### src/hdl/mlfq_pkg.sv
// Shared types and constants for the multilevel feedback queue scheduler.
// Holds the item structs, the controller states and the command and status bundles.
// No dependencies.
package mlfq_pkg;

   localparam int ID_W        = 4;
   localparam int LEVEL_W     = 3;
   localparam int RUNTIME_W   = 8;
   localparam int DIV_W       = 8;
   localparam int SCALE_W     = 4;
   localparam int CSR_INDEX_W = 2;
   localparam int CSR_DATA_W  = 8;

   localparam logic [1:0] MODE_TICK  = 2'd0;
   localparam logic [1:0] MODE_ADMIT = 2'd1;
   localparam logic [1:0] MODE_START = 2'd2;

   localparam logic [1:0] STATUS_OK    = 2'd0;
   localparam logic [1:0] STATUS_FULL  = 2'd1;
   localparam logic [1:0] STATUS_EMPTY = 2'd2;

   localparam logic [CSR_INDEX_W-1:0] CSR_TICK_DIVISOR = 2'd0;
   localparam logic [CSR_INDEX_W-1:0] CSR_SLICE_SCALE  = 2'd1;

   localparam logic [DIV_W-1:0]   DIV_RESET   = 8'd18;
   localparam logic [SCALE_W-1:0] SCALE_RESET = 4'd2;

   typedef struct packed {
      logic [1:0]      mode;
      logic [ID_W-1:0] thread_id;
   } req_type;

   typedef struct packed {
      logic               switched;
      logic               current_valid;
      logic [ID_W-1:0]    current_id;
      logic [LEVEL_W-1:0] current_level;
      logic [1:0]         status;
   } rsp_type;

   typedef enum logic [2:0] {
      ST_IDLE,
      ST_DECIDE,
      ST_AGE,
      ST_PUSH,
      ST_POP_RD,
      ST_POP_DATA,
      ST_POP_LVL,
      ST_RESPOND
   } state_type;

   typedef struct packed {
      logic       accept;
      logic       admit;
      logic       tick;
      logic       age;
      logic       push;
      logic       pop;
      logic       load_run;
      logic       load_level;
      logic       tsel_pop;
      logic       set_switched;
      logic       set_status;
      logic [1:0] status;
      logic       respond;
   } cmd_type;

   typedef struct packed {
      logic [1:0] mode;
      logic       admit_full;
      logic       slice_end;
      logic       run_valid;
      logic       any_ready;
      logic       push_full;
   } stat_type;

endpackage

### src/hdl/mlfq_ctrl.sv
// Controller state machine of the scheduler.
// Sequences admit, start and tick items into datapath commands.
// Depends on mlfq_pkg.
module mlfq_ctrl (
   input  logic               clock,
   input  logic               reset,
   input  logic               start,
   input  mlfq_pkg::stat_type stat,
   output mlfq_pkg::cmd_type  cmd,
   output logic               busy
);
   import mlfq_pkg::*;

   state_type state_ff;
   state_type state_in;

   always_ff @(posedge clock) begin
      if (reset) begin
         state_ff <= ST_IDLE;
      end else begin
         state_ff <= state_in;
      end
   end

   always_comb begin
      state_in   = state_ff;
      cmd        = '0;
      cmd.status = STATUS_OK;
      unique case (state_ff)
         ST_IDLE: begin
            if (start) begin
               cmd.accept = 1'b1;
               state_in   = ST_DECIDE;
            end
         end
         ST_DECIDE: begin
            state_in = ST_RESPOND;
            unique case (stat.mode)
               MODE_ADMIT: begin
                  if (stat.admit_full) begin
                     cmd.set_status = 1'b1;
                     cmd.status     = STATUS_FULL;
                  end else begin
                     cmd.admit = 1'b1;
                  end
               end
               MODE_START: begin
                  if (!stat.run_valid) begin
                     if (stat.any_ready) begin
                        cmd.set_switched = 1'b1;
                        state_in         = ST_POP_RD;
                     end else begin
                        cmd.set_status = 1'b1;
                        cmd.status     = STATUS_EMPTY;
                     end
                  end
               end
               MODE_TICK: begin
                  cmd.tick = 1'b1;
                  if (stat.slice_end) begin
                     if (stat.run_valid) begin
                        state_in = ST_AGE;
                     end else begin
                        cmd.set_status = 1'b1;
                        cmd.status     = STATUS_EMPTY;
                     end
                  end
               end
               default: ;
            endcase
         end
         ST_AGE: begin
            cmd.age  = 1'b1;
            state_in = ST_PUSH;
         end
         ST_PUSH: begin
            if (stat.push_full) begin
               state_in = ST_RESPOND;
            end else begin
               cmd.push         = 1'b1;
               cmd.set_switched = 1'b1;
               state_in         = ST_POP_RD;
            end
         end
         ST_POP_RD: begin
            cmd.pop  = 1'b1;
            state_in = ST_POP_DATA;
         end
         ST_POP_DATA: begin
            cmd.load_run = 1'b1;
            cmd.tsel_pop = 1'b1;
            state_in     = ST_POP_LVL;
         end
         ST_POP_LVL: begin
            cmd.load_level = 1'b1;
            state_in       = ST_RESPOND;
         end
         ST_RESPOND: begin
            cmd.respond = 1'b1;
            state_in    = ST_IDLE;
         end
         default: state_in = ST_IDLE;
      endcase
   end

   assign busy = (state_ff != ST_IDLE);

endmodule

### src/hdl/mlfq_dp.sv
// Datapath of the scheduler: level queues, thread table, running thread and result register.
// Acts on commands from mlfq_ctrl and reports status back to it.
// Depends on mlfq_pkg.
module mlfq_dp #(
   parameter int NUM_LEVELS  = 5,
   parameter int NUM_THREADS = 16
) (
   input  logic                                 clock,
   input  logic                                 reset,
   input  mlfq_pkg::req_type                    req_data,
   input  mlfq_pkg::cmd_type                    cmd,
   output mlfq_pkg::stat_type                   stat,
   input  logic                                 csr_write,
   input  logic [mlfq_pkg::CSR_INDEX_W-1:0]     csr_index,
   input  logic [mlfq_pkg::CSR_DATA_W-1:0]      csr_data,
   output logic                                 rsp_valid,
   output mlfq_pkg::rsp_type                    rsp_data
);
   import mlfq_pkg::*;

   localparam int SW     = $clog2(NUM_THREADS);
   localparam int LVW    = $clog2(NUM_LEVELS);
   localparam int CW     = $clog2(NUM_THREADS + 1);
   localparam int QAW    = LVW + SW;
   localparam int QDEPTH = 2 ** QAW;
   localparam int TW     = LVW + RUNTIME_W;
   localparam int IDS    = 2 ** ID_W;

   function automatic logic [SW-1:0] wrap_next(input logic [SW-1:0] p);
      return (p == SW'(NUM_THREADS - 1)) ? '0 : p + 1'b1;
   endfunction

   logic [DIV_W-1:0]     divisor_ff;
   logic [SCALE_W-1:0]   scale_ff;
   req_type              req_ff;
   logic [SW-1:0]        tid_map [IDS];
   logic [SW-1:0]        tid;

   logic                 run_valid_ff;
   logic [SW-1:0]        run_slot_ff;
   logic [LVW-1:0]       cur_level_ff;
   logic [DIV_W-1:0]     prescale_ff;
   logic [DIV_W-1:0]     prescale_inc;
   logic                 slice_end;

   logic [SW-1:0]        head_ff  [NUM_LEVELS];
   logic [SW-1:0]        tail_ff  [NUM_LEVELS];
   logic [CW-1:0]        count_ff [NUM_LEVELS];
   logic [NUM_LEVELS-1:0] nonempty;
   logic [LVW-1:0]       pop_lvl;
   logic [LVW-1:0]       lvl_ff;
   logic [LVW-1:0]       w_lvl;
   logic [SW-1:0]        w_slot;
   logic                 q_we;
   logic                 push_full;
   logic                 admit_full;

   logic [SW-1:0]        qmem_ff [QDEPTH];
   logic [SW-1:0]        q_rd_ff;
   logic [QAW-1:0]       q_waddr;
   logic [QAW-1:0]       q_raddr;

   logic [TW-1:0]        tmem_ff [NUM_THREADS];
   logic [NUM_THREADS-1:0] tvalid_ff;
   logic [TW-1:0]        t_rd_ff;
   logic                 t_rd_valid_ff;
   logic [SW-1:0]        t_raddr;
   logic [SW-1:0]        t_waddr;
   logic [TW-1:0]        t_wdata;
   logic                 t_we;
   logic [LVW-1:0]       rd_lvl;
   logic [RUNTIME_W-1:0] rd_rt;

   logic [LVW:0]         lvl_p1;
   logic [RUNTIME_W-1:0] quantum;
   logic [RUNTIME_W-1:0] rt_inc;
   logic                 demote;
   logic [RUNTIME_W-1:0] age_rt;
   logic [LVW-1:0]       age_lvl;

   logic                 switched_ff;
   logic [1:0]           status_ff;
   logic                 rsp_valid_ff;
   rsp_type              rsp_data_ff;
   rsp_type              rsp_next;
   logic [SW+ID_W-1:0]   slot_ext;

   // configuration registers
   always_ff @(posedge clock) begin
      if (reset) begin
         divisor_ff <= DIV_RESET;
         scale_ff   <= SCALE_RESET;
      end else if (csr_write) begin
         unique case (csr_index)
            CSR_TICK_DIVISOR: divisor_ff <= csr_data[DIV_W-1:0];
            CSR_SLICE_SCALE:  scale_ff   <= csr_data[SCALE_W-1:0];
            default: ;
         endcase
      end
   end

   always_ff @(posedge clock) begin
      if (cmd.accept) begin
         req_ff <= req_data;
      end
   end

   // fold the thread id into the slot range
   for (genvar i = 0; i < IDS; i++) begin : g_tid
      assign tid_map[i] = SW'(i % NUM_THREADS);
   end
   assign tid = tid_map[req_ff.thread_id];

   assign prescale_inc = prescale_ff + 1'b1;
   assign slice_end    = (prescale_inc >= divisor_ff);

   // queue bookkeeping
   always_comb begin
      for (int l = 0; l < NUM_LEVELS; l++) begin
         nonempty[l] = (count_ff[l] != '0);
      end
      pop_lvl = '0;
      for (int l = NUM_LEVELS - 1; l >= 0; l--) begin
         if (nonempty[l]) begin
            pop_lvl = LVW'(l);
         end
      end
   end

   assign q_we       = cmd.admit | cmd.push;
   assign w_lvl      = cmd.admit ? '0 : lvl_ff;
   assign w_slot     = cmd.admit ? tid : run_slot_ff;
   assign push_full  = (count_ff[lvl_ff] == CW'(NUM_THREADS));
   assign admit_full = (count_ff[0] == CW'(NUM_THREADS));
   assign q_waddr    = {w_lvl, tail_ff[w_lvl]};
   assign q_raddr    = {pop_lvl, head_ff[pop_lvl]};

   always_ff @(posedge clock) begin
      if (reset) begin
         for (int l = 0; l < NUM_LEVELS; l++) begin
            head_ff[l]  <= '0;
            tail_ff[l]  <= '0;
            count_ff[l] <= '0;
         end
      end else begin
         for (int l = 0; l < NUM_LEVELS; l++) begin
            if (q_we && (w_lvl == LVW'(l))) begin
               tail_ff[l]  <= wrap_next(tail_ff[l]);
               count_ff[l] <= count_ff[l] + 1'b1;
            end else if (cmd.pop && (pop_lvl == LVW'(l))) begin
               head_ff[l]  <= wrap_next(head_ff[l]);
               count_ff[l] <= count_ff[l] - 1'b1;
            end
         end
      end
   end

   always_ff @(posedge clock) begin
      if (q_we) begin
         qmem_ff[q_waddr] <= w_slot;
      end
      q_rd_ff <= qmem_ff[q_raddr];
   end

   // thread table: level and runtime per slot
   assign t_raddr = cmd.tsel_pop ? q_rd_ff : run_slot_ff;
   assign t_we    = cmd.admit | cmd.age;
   assign t_waddr = cmd.admit ? tid : run_slot_ff;
   assign t_wdata = cmd.admit ? '0 : {age_lvl, age_rt};

   always_ff @(posedge clock) begin
      if (t_we) begin
         tmem_ff[t_waddr] <= t_wdata;
      end
      t_rd_ff <= tmem_ff[t_raddr];
   end

   always_ff @(posedge clock) begin
      if (reset) begin
         tvalid_ff     <= '0;
         t_rd_valid_ff <= 1'b0;
      end else begin
         if (t_we) begin
            tvalid_ff[t_waddr] <= 1'b1;
         end
         t_rd_valid_ff <= tvalid_ff[t_raddr];
      end
   end

   assign rd_lvl = t_rd_valid_ff ? t_rd_ff[TW-1:RUNTIME_W] : '0;
   assign rd_rt  = t_rd_valid_ff ? t_rd_ff[RUNTIME_W-1:0] : '0;

   // advance runtime, demote at the end of the quantum
   assign lvl_p1  = {1'b0, rd_lvl} + 1'b1;
   assign quantum = RUNTIME_W'(lvl_p1) * RUNTIME_W'(scale_ff);
   assign rt_inc  = rd_rt + 1'b1;
   assign demote  = (rt_inc >= quantum);
   assign age_rt  = demote ? '0 : rt_inc;
   assign age_lvl = (demote && (rd_lvl != LVW'(NUM_LEVELS - 1))) ? rd_lvl + 1'b1 : rd_lvl;

   always_ff @(posedge clock) begin
      if (reset) begin
         run_valid_ff <= 1'b0;
         run_slot_ff  <= '0;
         cur_level_ff <= '0;
         prescale_ff  <= '0;
         lvl_ff       <= '0;
      end else begin
         if (cmd.tick) begin
            prescale_ff <= slice_end ? '0 : prescale_inc;
         end
         if (cmd.age) begin
            lvl_ff       <= age_lvl;
            cur_level_ff <= age_lvl;
         end
         if (cmd.load_run) begin
            run_valid_ff <= 1'b1;
            run_slot_ff  <= q_rd_ff;
         end
         if (cmd.load_level) begin
            cur_level_ff <= rd_lvl;
         end
         if (cmd.admit && run_valid_ff && (tid == run_slot_ff)) begin
            cur_level_ff <= '0;
         end
      end
   end

   always_ff @(posedge clock) begin
      if (reset) begin
         switched_ff <= 1'b0;
         status_ff   <= STATUS_OK;
      end else if (cmd.accept) begin
         switched_ff <= 1'b0;
         status_ff   <= STATUS_OK;
      end else begin
         if (cmd.set_switched) begin
            switched_ff <= 1'b1;
         end
         if (cmd.set_status) begin
            status_ff <= cmd.status;
         end
      end
   end

   assign slot_ext = {{ID_W{1'b0}}, run_slot_ff};

   always_comb begin
      rsp_next.switched      = switched_ff;
      rsp_next.current_valid = run_valid_ff;
      rsp_next.current_id    = run_valid_ff ? slot_ext[ID_W-1:0] : '0;
      rsp_next.current_level = run_valid_ff ? LEVEL_W'(cur_level_ff) : '0;
      rsp_next.status        = status_ff;
   end

   always_ff @(posedge clock) begin
      if (reset) begin
         rsp_valid_ff <= 1'b0;
      end else begin
         rsp_valid_ff <= cmd.respond;
      end
   end

   always_ff @(posedge clock) begin
      if (cmd.respond) begin
         rsp_data_ff <= rsp_next;
      end
   end

   assign rsp_valid = rsp_valid_ff;
   assign rsp_data  = rsp_data_ff;

   assign stat.mode       = req_ff.mode;
   assign stat.admit_full = admit_full;
   assign stat.slice_end  = slice_end;
   assign stat.run_valid  = run_valid_ff;
   assign stat.any_ready  = |nonempty;
   assign stat.push_full  = push_full;

   a_rsp_single: assert property (@(posedge clock) disable iff (reset)
      rsp_valid_ff |=> !rsp_valid_ff)
      else $error("result strobe held for more than one cycle");

   a_pop_nonempty: assert property (@(posedge clock) disable iff (reset)
      cmd.pop |-> stat.any_ready)
      else $error("pop issued with all queues empty");

   a_push_room: assert property (@(posedge clock) disable iff (reset)
      cmd.push |-> !push_full)
      else $error("push issued into a full queue");

   a_switch_running: assert property (@(posedge clock) disable iff (reset)
      rsp_valid_ff |-> (!rsp_data_ff.switched || rsp_data_ff.current_valid))
      else $error("switch reported with no running thread");

   a_full_from_admit: assert property (@(posedge clock) disable iff (reset)
      (rsp_valid_ff && (rsp_data_ff.status == STATUS_FULL)) |-> (req_ff.mode == MODE_ADMIT))
      else $error("queue full status on an item that is not an admit");

endmodule

### src/hdl/mlfq_thread_scheduler.sv
// Top level of the multilevel feedback queue thread scheduler.
// Joins the controller mlfq_ctrl and the datapath mlfq_dp; depends on mlfq_pkg.
//
// An item is taken when start is high and busy is low; busy stays high until its result
// has been registered, and the result is shown for one cycle with rsp_valid and must be
// taken then, since there is no back-pressure. A tick that does not end a slice, an
// admit, a start while running and any item that reports an empty or full status go
// straight from the decision to the result. A start that picks a thread reads the queue
// memory and then the thread table. A slice end ages the running thread with a
// read-modify-write of the thread table, pushes it back and, unless its queue is full,
// switches like a start. The next item can be taken in the cycle the result is shown.
// Configuration writes are always ready and are meant to arrive while the block is idle.
module mlfq_thread_scheduler #(
   parameter int NUM_LEVELS  = 5,
   parameter int NUM_THREADS = 16
) (
   input  logic                             clock,
   input  logic                             reset,
   input  logic                             start,
   output logic                             busy,
   input  mlfq_pkg::req_type                req_data,
   output logic                             rsp_valid,
   output mlfq_pkg::rsp_type                rsp_data,
   input  logic                             csr_valid,
   output logic                             csr_ready,
   input  logic [mlfq_pkg::CSR_INDEX_W-1:0] csr_index,
   input  logic [mlfq_pkg::CSR_DATA_W-1:0]  csr_data
);
   import mlfq_pkg::*;

   cmd_type  cmd;
   stat_type stat;
   logic     ctrl_busy;

   mlfq_ctrl u_ctrl (
      .clock (clock),
      .reset (reset),
      .start (start),
      .stat  (stat),
      .cmd   (cmd),
      .busy  (ctrl_busy)
   );

   mlfq_dp #(
      .NUM_LEVELS  (NUM_LEVELS),
      .NUM_THREADS (NUM_THREADS)
   ) u_dp (
      .clock     (clock),
      .reset     (reset),
      .req_data  (req_data),
      .cmd       (cmd),
      .stat      (stat),
      .csr_write (csr_valid & csr_ready),
      .csr_index (csr_index),
      .csr_data  (csr_data),
      .rsp_valid (rsp_valid),
      .rsp_data  (rsp_data)
   );

   assign busy      = ctrl_busy;
   assign csr_ready = 1'b1;

endmodule

### config.mk
export PLATFORM = sky130hd
export DESIGN_NAME = mlfq_thread_scheduler
export DESIGN_NICKNAME = d
export VERILOG_FILES = /design/src/hdl/mlfq_pkg.sv /design/src/hdl/mlfq_ctrl.sv /design/src/hdl/mlfq_dp.sv /design/src/hdl/mlfq_thread_scheduler.sv
export SDC_FILE = /design/constraint.sdc
export NUM_CORES = 1
export LEC_CHECK = 0
export ABC_AREA = 1
export BUFFER_PORTS_ARGS = -buffer_cell sky130_fd_sc_hd__buf_2
export CAP_MARGIN = 15
export CORE_ASPECT_RATIO = 0.5
export CORE_MARGIN = 2
export CORE_UTILIZATION = 57
export CTS_BUF_LIST = sky130_fd_sc_hd__clkbuf_16
export DETAILED_ROUTE_END_ITERATION = 8
export PLACE_DENSITY = 0.76
export SLEW_MARGIN = 10
export SYNTH_ARGS = -nofsm -noshare
export SYNTH_HDL_FRONTEND = slang
export SYNTH_HIERARCHICAL = 1
export SYNTH_SLANG_ARGS = --single-unit
### constraint.sdc
create_clock -name clock -period 5.4 [get_ports clock]
set_input_delay 1.08 -clock clock [delete_from_list [all_inputs] [get_ports clock]]
set_output_delay 1.08 -clock clock [all_outputs]
set_load 0.02 [all_outputs]
# Yosys cells after proc, flatten, opt, wreduce, memory -nomap -nowiden
# Memories as Yosys holds them, arrays and structs flattened. A register that Yosys moved wholly into a read port is not among the register bits.
# Index checks and enable logic that the tools add are counted.
[totals] reg_bits=72 mem_bits_rw=753 mem_bits_ro=64 input_bits=20 out_inout_bits=14 elab_cells=271 mem_count=6
[op_classes] n_addsub=24 n_mul=1 n_lt_le_gt_ge=6 n_eq_ne=33 muxes=126 bitwise_logic=24 reduce_logical=31
[mem_list] memory="u_dp.qmem_ff" depth=128 width=4 read_ports=1 rd_clocked_by_memory_dff=1 write_ports=1 line_no="mlfq_dp.sv:58" source="logic [SW-1:0] qmem_ff [QDEPTH];"
[mem_list] memory="u_dp.tmem_ff" depth=16 width=11 read_ports=1 rd_clocked_by_memory_dff=1 write_ports=1 line_no="mlfq_dp.sv:63" source="logic [TW-1:0] tmem_ff [NUM_THREADS];"
[mem_list] memory="(name not given)" depth=16 width=4 read_ports=1 rd_clocked_by_memory_dff=0 write_ports=0 line_no="mlfq_dp.sv:112" source="assign tid = tid_map[req_ff.thread_id];"
[mem_list] memory="u_dp.count_ff" depth=5 width=5 read_ports=6 rd_clocked_by_memory_dff=1 write_ports=5 line_no="mlfq_dp.sv:48" source="logic [CW-1:0] count_ff [NUM_LEVELS];"
[mem_list] memory="u_dp.head_ff" depth=5 width=4 read_ports=6 rd_clocked_by_memory_dff=0 write_ports=5 line_no="mlfq_dp.sv:46" source="logic [SW-1:0] head_ff [NUM_LEVELS];"
[mem_list] memory="u_dp.tail_ff" depth=5 width=4 read_ports=6 rd_clocked_by_memory_dff=0 write_ports=5 line_no="mlfq_dp.sv:47" source="logic [SW-1:0] tail_ff [NUM_LEVELS];"
[op_table] operator="4-bit two-way mux" n=25
[op_table] operator="3-bit two-way mux" n=21
[op_table] operator="1-bit two-way mux" n=57
[op_table] operator="5-bit two-way mux" n=10
[op_table] operator="4-bit by 1-bit adder with 4-bit output, second input constant" n=10
[op_table] operator="4-bit equality test, second input constant" n=10
[op_table] operator="5-bit by 1-bit adder with 5-bit output, second input constant" n=5
[op_table] operator="5-bit nonzero test" n=5
[op_table] operator="5-bit by 1-bit subtractor with 5-bit output, second input constant" n=5
[op_table] operator="8-bit two-way mux" n=3
[op_table] operator="3-bit one-hot mux with 8 select lines" n=1
[op_table] operator="1-bit OR" n=22
[op_table] operator="3-bit by 2-bit equality test with 1-bit output, second input constant" n=6
[op_table] operator="3-bit equality test, second input constant" n=6
[op_table] operator="8-bit by 1-bit adder with 8-bit output, second input constant" n=2
[op_table] operator="8-bit greater-or-equal comparator" n=2
[op_table] operator="16-bit OR" n=1
[op_table] operator="1-bit logical AND" n=14
[op_table] operator="11-bit two-way mux" n=1
[op_table] operator="5-bit equality test, second input constant" n=2
[op_table] operator="4-bit by 5-bit less-than comparator with 1-bit output, second input constant" n=2
[op_table] operator="3-bit by 1-bit equality test with 1-bit output, second input constant" n=3
[op_table] operator="3-bit zero test" n=3
[op_table] operator="3-bit one-hot mux with 3 select lines" n=1
[op_table] operator="22 further kinds" n=28

# Logic depth before layout (Yosys ltp)
# An unclocked memory read counts as a cell.
[depth] word_depth=14 mapped_depth=28

# By module
# Netlist, hierarchy kept.
[modules_own_cells] mod="mlfq_dp" instances=1 cells_per_inst=3128 area_per_inst_um2=32572.5 seq_area_each_um2=20679.8
[modules_own_cells] mod="mlfq_ctrl" instances=1 cells_per_inst=59 area_per_inst_um2=316.6 seq_area_each_um2=60.1
[modules_own_cells] mod="mlfq_thread_scheduler" instances=1 cells_per_inst=2 area_per_inst_um2=11.3 seq_area_each_um2=0.0

# Least setup slack after synthesis
# OpenSTA, ideal clock, no wires.
[synth_path] path_type="register to register" startpoint="memory u_dp/count_ff[0][1] (netlist name)" endpoint="memory u_dp/tmem_ff[13][0] (netlist name) (enable)" arrival_time_ps=5482 required_ps=5020 slack_ps=-462 path_stages_with_launch=12 path_cell_list="edfxtp_1 -> nor2_2 -> nand2_1 -> nor2_1 -> buf_4 -> nor3_1 -> clkbuf_1 -> o21ai_0 -> nand2_1 -> nor2_1 -> inv_1 -> nor2_1"
[synth_lines] element="from (decl)" line_no="mlfq_dp.sv:48"
[synth_lines] element="to (decl)" line_no="mlfq_dp.sv:63"

# Worst setup path in the final report
[layout_path] startpoint="register u_dp.t_rd_valid_ff" endpoint="memory u_dp/tmem_ff[8][8] (netlist name), data pin"
[layout_via] elab_chain_len=7 word_cells_on_any_way=11 cone_classes="add/sub (3); mul (1); order compare (1); eq/ne (1); mux (4); reduce/logical (1)"
[layout_rtl] element="from (decl)" line_no="mlfq_dp.sv:66" source="logic t_rd_valid_ff;"
[layout_rtl] element="from (signal assigned)" line_no="mlfq_dp.sv:186" source="t_rd_valid_ff <= tvalid_ff[t_raddr];"
[layout_rtl] element="3-bit two-way mux" line_no="mlfq_dp.sv:190" source="assign rd_lvl = t_rd_valid_ff ? t_rd_ff[TW-1:RUNTIME_W] : '0;"
[layout_rtl] element="3-bit by 1-bit adder with 4-bit output" line_no="mlfq_dp.sv:194" source="assign lvl_p1 = {1'b0, rd_lvl} + 1'b1;"
[layout_rtl] element="4-bit by 4-bit multiplier with 8-bit output" line_no="mlfq_dp.sv:195" source="assign quantum = RUNTIME_W'(lvl_p1) * RUNTIME_W'(scale_ff);"
[layout_rtl] element="8-bit greater-or-equal comparator" line_no="mlfq_dp.sv:197" source="assign demote = (rt_inc >= quantum);"
[layout_rtl] element="1-bit logical AND" line_no="mlfq_dp.sv:199" source="assign age_lvl = (demote && (rd_lvl != LVW'(NUM_LEVELS - 1))) ? rd_lvl + 1'b1 : rd_lvl;"
[layout_rtl] element="3-bit two-way mux *" line_no="mlfq_dp.sv:199"
[layout_rtl] element="11-bit two-way mux *" line_no="mlfq_dp.sv:169" source="assign t_wdata = cmd.admit ? '0 : {age_lvl, age_rt};"
[layout_rtl] element="named net u_dp.t_wdata[8]" line_no="mlfq_dp.sv:69" source="logic [TW-1:0] t_wdata;"
# Mark *: on every way through the listed nets, which the timed path passes. The rest lies on a longest branch.

==> flow_metrics.py <==
metrics = {
    "timing": {
        "rsz0062_at_grt": "false",
        "skew_ns": 0.0284,
        "max_freq_ghz": 0.203,
        "slew_viol_final": 0,
        "setup_viol": 0,
        "worst_pin_slew_ns": 1.18,
        "final.setup.tns_ns": 0,
        "min_period_ns": 4.92,
        "hold_viol": 0,
        "post-route-period-util_pct": 91.1,
        "slew_headroom_pct": 21.1,
    },
    "drt": {
        "wire_per_inst_um": 19.6,
        "wl_um": 78200,
        "drc_errors": 0,
        "firstDrtPassIters": 8,
        "via_per_inst": 5.79,
        "ant_nets": 0,
        "drtIter0Drc": 2554,
        "vias": 23154,
    },
    "critical_path": {
        "path_buf_inv": 3,
        "path_depth": 23,
        "r2r_end": "u_dp/tmem_ff[8][8]",
        "start_kind": "register",
        "path_cells": "nand2_1 -> nor2_1 -> inv_1 -> nand2_1 -> nand3_1 -> fa_1 -> inv_1 -> fa_1 -> ha_1 -> a21oi_1 -> inv_1 -> a31oi_1 -> o21ai_0 -> a21oi_1 -> xor2_1 -> ha_1 -> nand2_1 -> nor2_1 -> nand4_1 -> nand3_1 -> o21ai_0 -> xor2_1 -> nor2_2",
        "cp_top_family": "adder cells",
        "cp_max_fo": 16,
        "rrSetupSlack_ns": 0.48,
        "cp_slowest_cell": "fa_1",
        "ff2ff_path_depth": 23,
        "slowest_delay_ns": 0.54,
        "critical_path_class": "reg2reg",
        "crit_end": "u_dp/tmem_ff[8][8]",
        "cp-startpoint": "u_dp/t_rd_valid_ff",
        "required_ns": 5.72,
        "crit_path_end_kind": "register",
        "arrival_ns": 5.24,
        "rr_startpoint": "u_dp/t_rd_valid_ff",
    },
    "placed_design": {
        "place_congestion": 0.853,
        "hpwl_um": 46300,
        "portBuffers": 32,
    },
    "outcome": {
        "status": "complete, no violations",
    },
    "synth": {
        "synth-edff-count": 642,
        "ys_warn_count": 6,
        "synthFlopType": "edfxtp_1",
        "synth_top_cells_by_area": "edfxtp_1, nand2_1, nand3_1",
        "ys_async_sr_fraction_pct": 0,
        "yosys.cell_types.count": 50,
        "syn_inst": 3189,
        "ys_seq_area_share_pct": 63.0,
        "synth_area_per_cell_um2": 10.3,
        "yosys.area.top_type": "edfxtp_1",
        "synth_seq_cells": 715,
        "syn_area_um2": 32900,
        "syn_nets": 3271,
        "synth_top_area_share_pct": 58.6,
    },
    "clock_network": {
        "cts_tree": "done",
        "h-tree-depth": 2,
        "numCtsBuffers": 61,
        "path_clk_slew_ns": 0.07,
        "clock_path_buffers": 3,
        "root_buffer": "clkbuf_16",
        "cts.sinks": 715,
        "cts_hold_buf": 0,
        "clkLatencyLatePin_ns": 0.63,
    },
    "floorplanning": {
        "initial_core_util_pct": 57.5,
        "fp-row-count": 62,
        "fp.coreArea_um2": 57200,
        "io_pins": 34,
        "die_w_um": 344,
        "die_area_um2": 59800,
        "dieHeight_um": 174,
    },
    "pwr": {
        "power_density_nw_per_um2": 401,
        "power.leakage_uw": 0.0139,
        "power.total_uw": 14300,
        "ir_drop_mv": 0.271,
    },
    "layout": {
        "n_antenna_cell": 0,
        "utilization_pct": 62.5,
        "n_fill_cell": 4448,
        "finalNetCount": 3260,
        "layout-drive-gt1-share_pct": 7.09,
        "syn_to_final_growth_pct": 8.59,
    },
    "global_routing": {
        "grt_pass1_wl_um": 122000,
        "grt_pass1_vias": 22448,
        "grt_max_degree": 103,
        "grt-ovfl-total": 0,
        "antenna_found_initial": 0,
        "grtUsageTotal_pct": 26.3,
    },
    "min_path": {
        "min_path_type": "reg2reg",
    },
    "run": {
        "max_cap_viol_count": 0,
    },
}
-- logic make-up (layout without fill, tap and decap cells) --
family / Yosys count / count (layout) / synth area share [%]
AOI/OAI and AO/OA: 357 / 357 / 6.43
xor gates and xnor gates: 50 / 50 / 1.33
adders and majority gates: 62 / 62 / 2.54
buffers and inverters: 544 / 584 / 6.77
DFF: 715 / 715 / 63.0
other: 1 / 1 / 0.0114
and+or+nand+nor: 1460 / 1460 / 19.9
-- placed cells by master, fill, tap and decap left out, types with 3 or more instances in the layout --
master,instances
a21oi_1,60
a22oi_1,3
a31oi_1,5
buf_2,32
buf_4,50
bufinv_16,7
clkbuf_16,62
clkinv_1,20
clkinv_2,12
dfxtp_1,73
edfxtp_1,642
fa_1,8
ha_1,54
inv_1,389
inv_2,7
nand2_1,477
nand2_2,4
nand2_4,4
nand3_1,356
nand3_2,3
nand3b_1,120
nand4_1,10
nor2_1,432
nor2_2,19
nor3_1,14
o211ai_1,51
o21a_1,5
o21ai_0,152
o21ai_1,11
o21ai_2,3
o221ai_1,25
o22ai_1,28
or2_1,4
or2_2,12
xnor2_1,15
xor2_1,35
-- registers in the layout, indices dropped and copies added, names as in the netlist, 2 cells and up, named ones only --
| name | flops |
|---|---|
| u_dp/divisor_ff | 8 |
| u_dp/cur_level_ff | 3 |
| u_dp/q_rd_ff | 4 |
| u_dp/scale_ff | 4 |
| u_dp/tail_ff | 20 |
| u_dp/run_slot_ff | 4 |
| u_dp/rsp_data | 11 |
| u_dp/t_rd_ff | 11 |
| u_dp/stat | 2 |
| u_dp/head_ff | 20 |
| u_dp/count_ff | 25 |
| u_dp/prescale_ff | 8 |
| u_dp/tvalid_ff | 16 |
| u_dp/req_ff | 4 |
| u_ctrl/state_ff | 3 |
| u_dp/status_ff | 2 |
| u_dp/tmem_ff | 176 |
| u_dp/qmem_ff | 384 |
| u_dp/lvl_ff | 3 |
-- worst reg2reg max path, delay by kind of cell, from the launching register on --
family | cells | cell delay, ns
fa+ha+maj | 4 | 1.56
simple gates | 9 | 1.42
compound gates | 5 | 0.83
flops | 1 | 0.36
xor+xnor | 2 | 0.30
buf+inv | 3 | 0.18
-- worst min-delay path by stage --
stage                     depth (start not counted)                end              start  slack [ns]
after floorplan                                   0   u_dp/rsp_data[0]  u_dp/status_ff[0]        0.41
after detailed placement                          0   u_dp/rsp_data[1]  u_dp/status_ff[1]        0.42
final                                             0   u_dp/rsp_data[1]  u_dp/status_ff[1]        0.44
after global placement                            0  u_dp/rsp_data[10]   u_dp/switched_ff        0.42
after CTS                                         0   u_dp/rsp_data[1]  u_dp/status_ff[1]        0.44
after global routing                              0   u_dp/rsp_data[1]  u_dp/status_ff[1]        0.45
-- cell usage after synthesis, types with 21 or more instances --
| library cell | number |
|---|---|
| clkbuf_1 | 79 |
| inv_1 | 379 |
| o211ai_1 | 51 |
| buf_2 | 50 |
| edfxtp_1 | 642 |
| nand2_1 | 478 |
| ha_1 | 54 |
| buf_4 | 21 |
| xor2_1 | 35 |
| o221ai_1 | 25 |
| nand3b_1 | 120 |
| o22ai_1 | 28 |
| a21oi_1 | 60 |
| nor2_1 | 447 |
| dfxtp_1 | 73 |
| o21ai_0 | 155 |
| nand3_1 | 356 |
-- through the flow --
step / setup slack [ns] / hold slack [ns] / std cells / instance area, um2
after global routing: 0.0680 / 0.449 / 3997 / 35700
after CTS: 0.232 / 0.440 / 3997 / 35700
after global placement: 0.368 / 0.416 / 3883 / 33800
after floorplan: 0.811 / 0.409 / 3189 / 32900
final: 0.481 / 0.442 / 3997 / 35700
after detailed placement: 0.241 / 0.423 / 3883 / 33800
-- final cells by class --
| cell class | instances | area [um2] | share of cell area [%] |
|---|---|---|---|
| Clock buffer | 62 | 1550 | 4.34 |
| Sequential cell | 715 | 20700 | 58.1 |
| Clock inverter | 52 | 418 | 1.17 |
| Inverter | 387 | 1460 | 4.08 |
| Timing Repair Buffer | 83 | 556 | 1.56 |
| Multi-Input combinational cell | 1930 | 10000 | 28.1 |
| Tap cell | 768 | 961 | 2.69 |
-- power by group --
| part | internal, uW | switching [uW] | leakage (uW) |
|---|---|---|---|
| Combinational | 868 | 2390 | 0.00627 |
| Clock | 2410 | 1970 | 0.00101 |
| Sequential | 6550 | 123 | 0.00659 |
| Total | 9830 | 4480 | 0.0139 |
-- metal layers --
layer	up-vias	GRT usage [%]	routed length [um]
met5	-	0	0
met4	0	9.22	2530
met2	1042	42.9	36900
li1	10827	-	-
met1	11108	35.4	31600
met3	177	4.91	7210
-- timing repair --
item / in CTS / in global routing
setup endpoints to repair: 0 / 16
gates resized for setup: 0 / 1
setup buffers: 0 / 0
hold endpoints to repair: 0 / 0
Power figures use the tool's default switching activity.
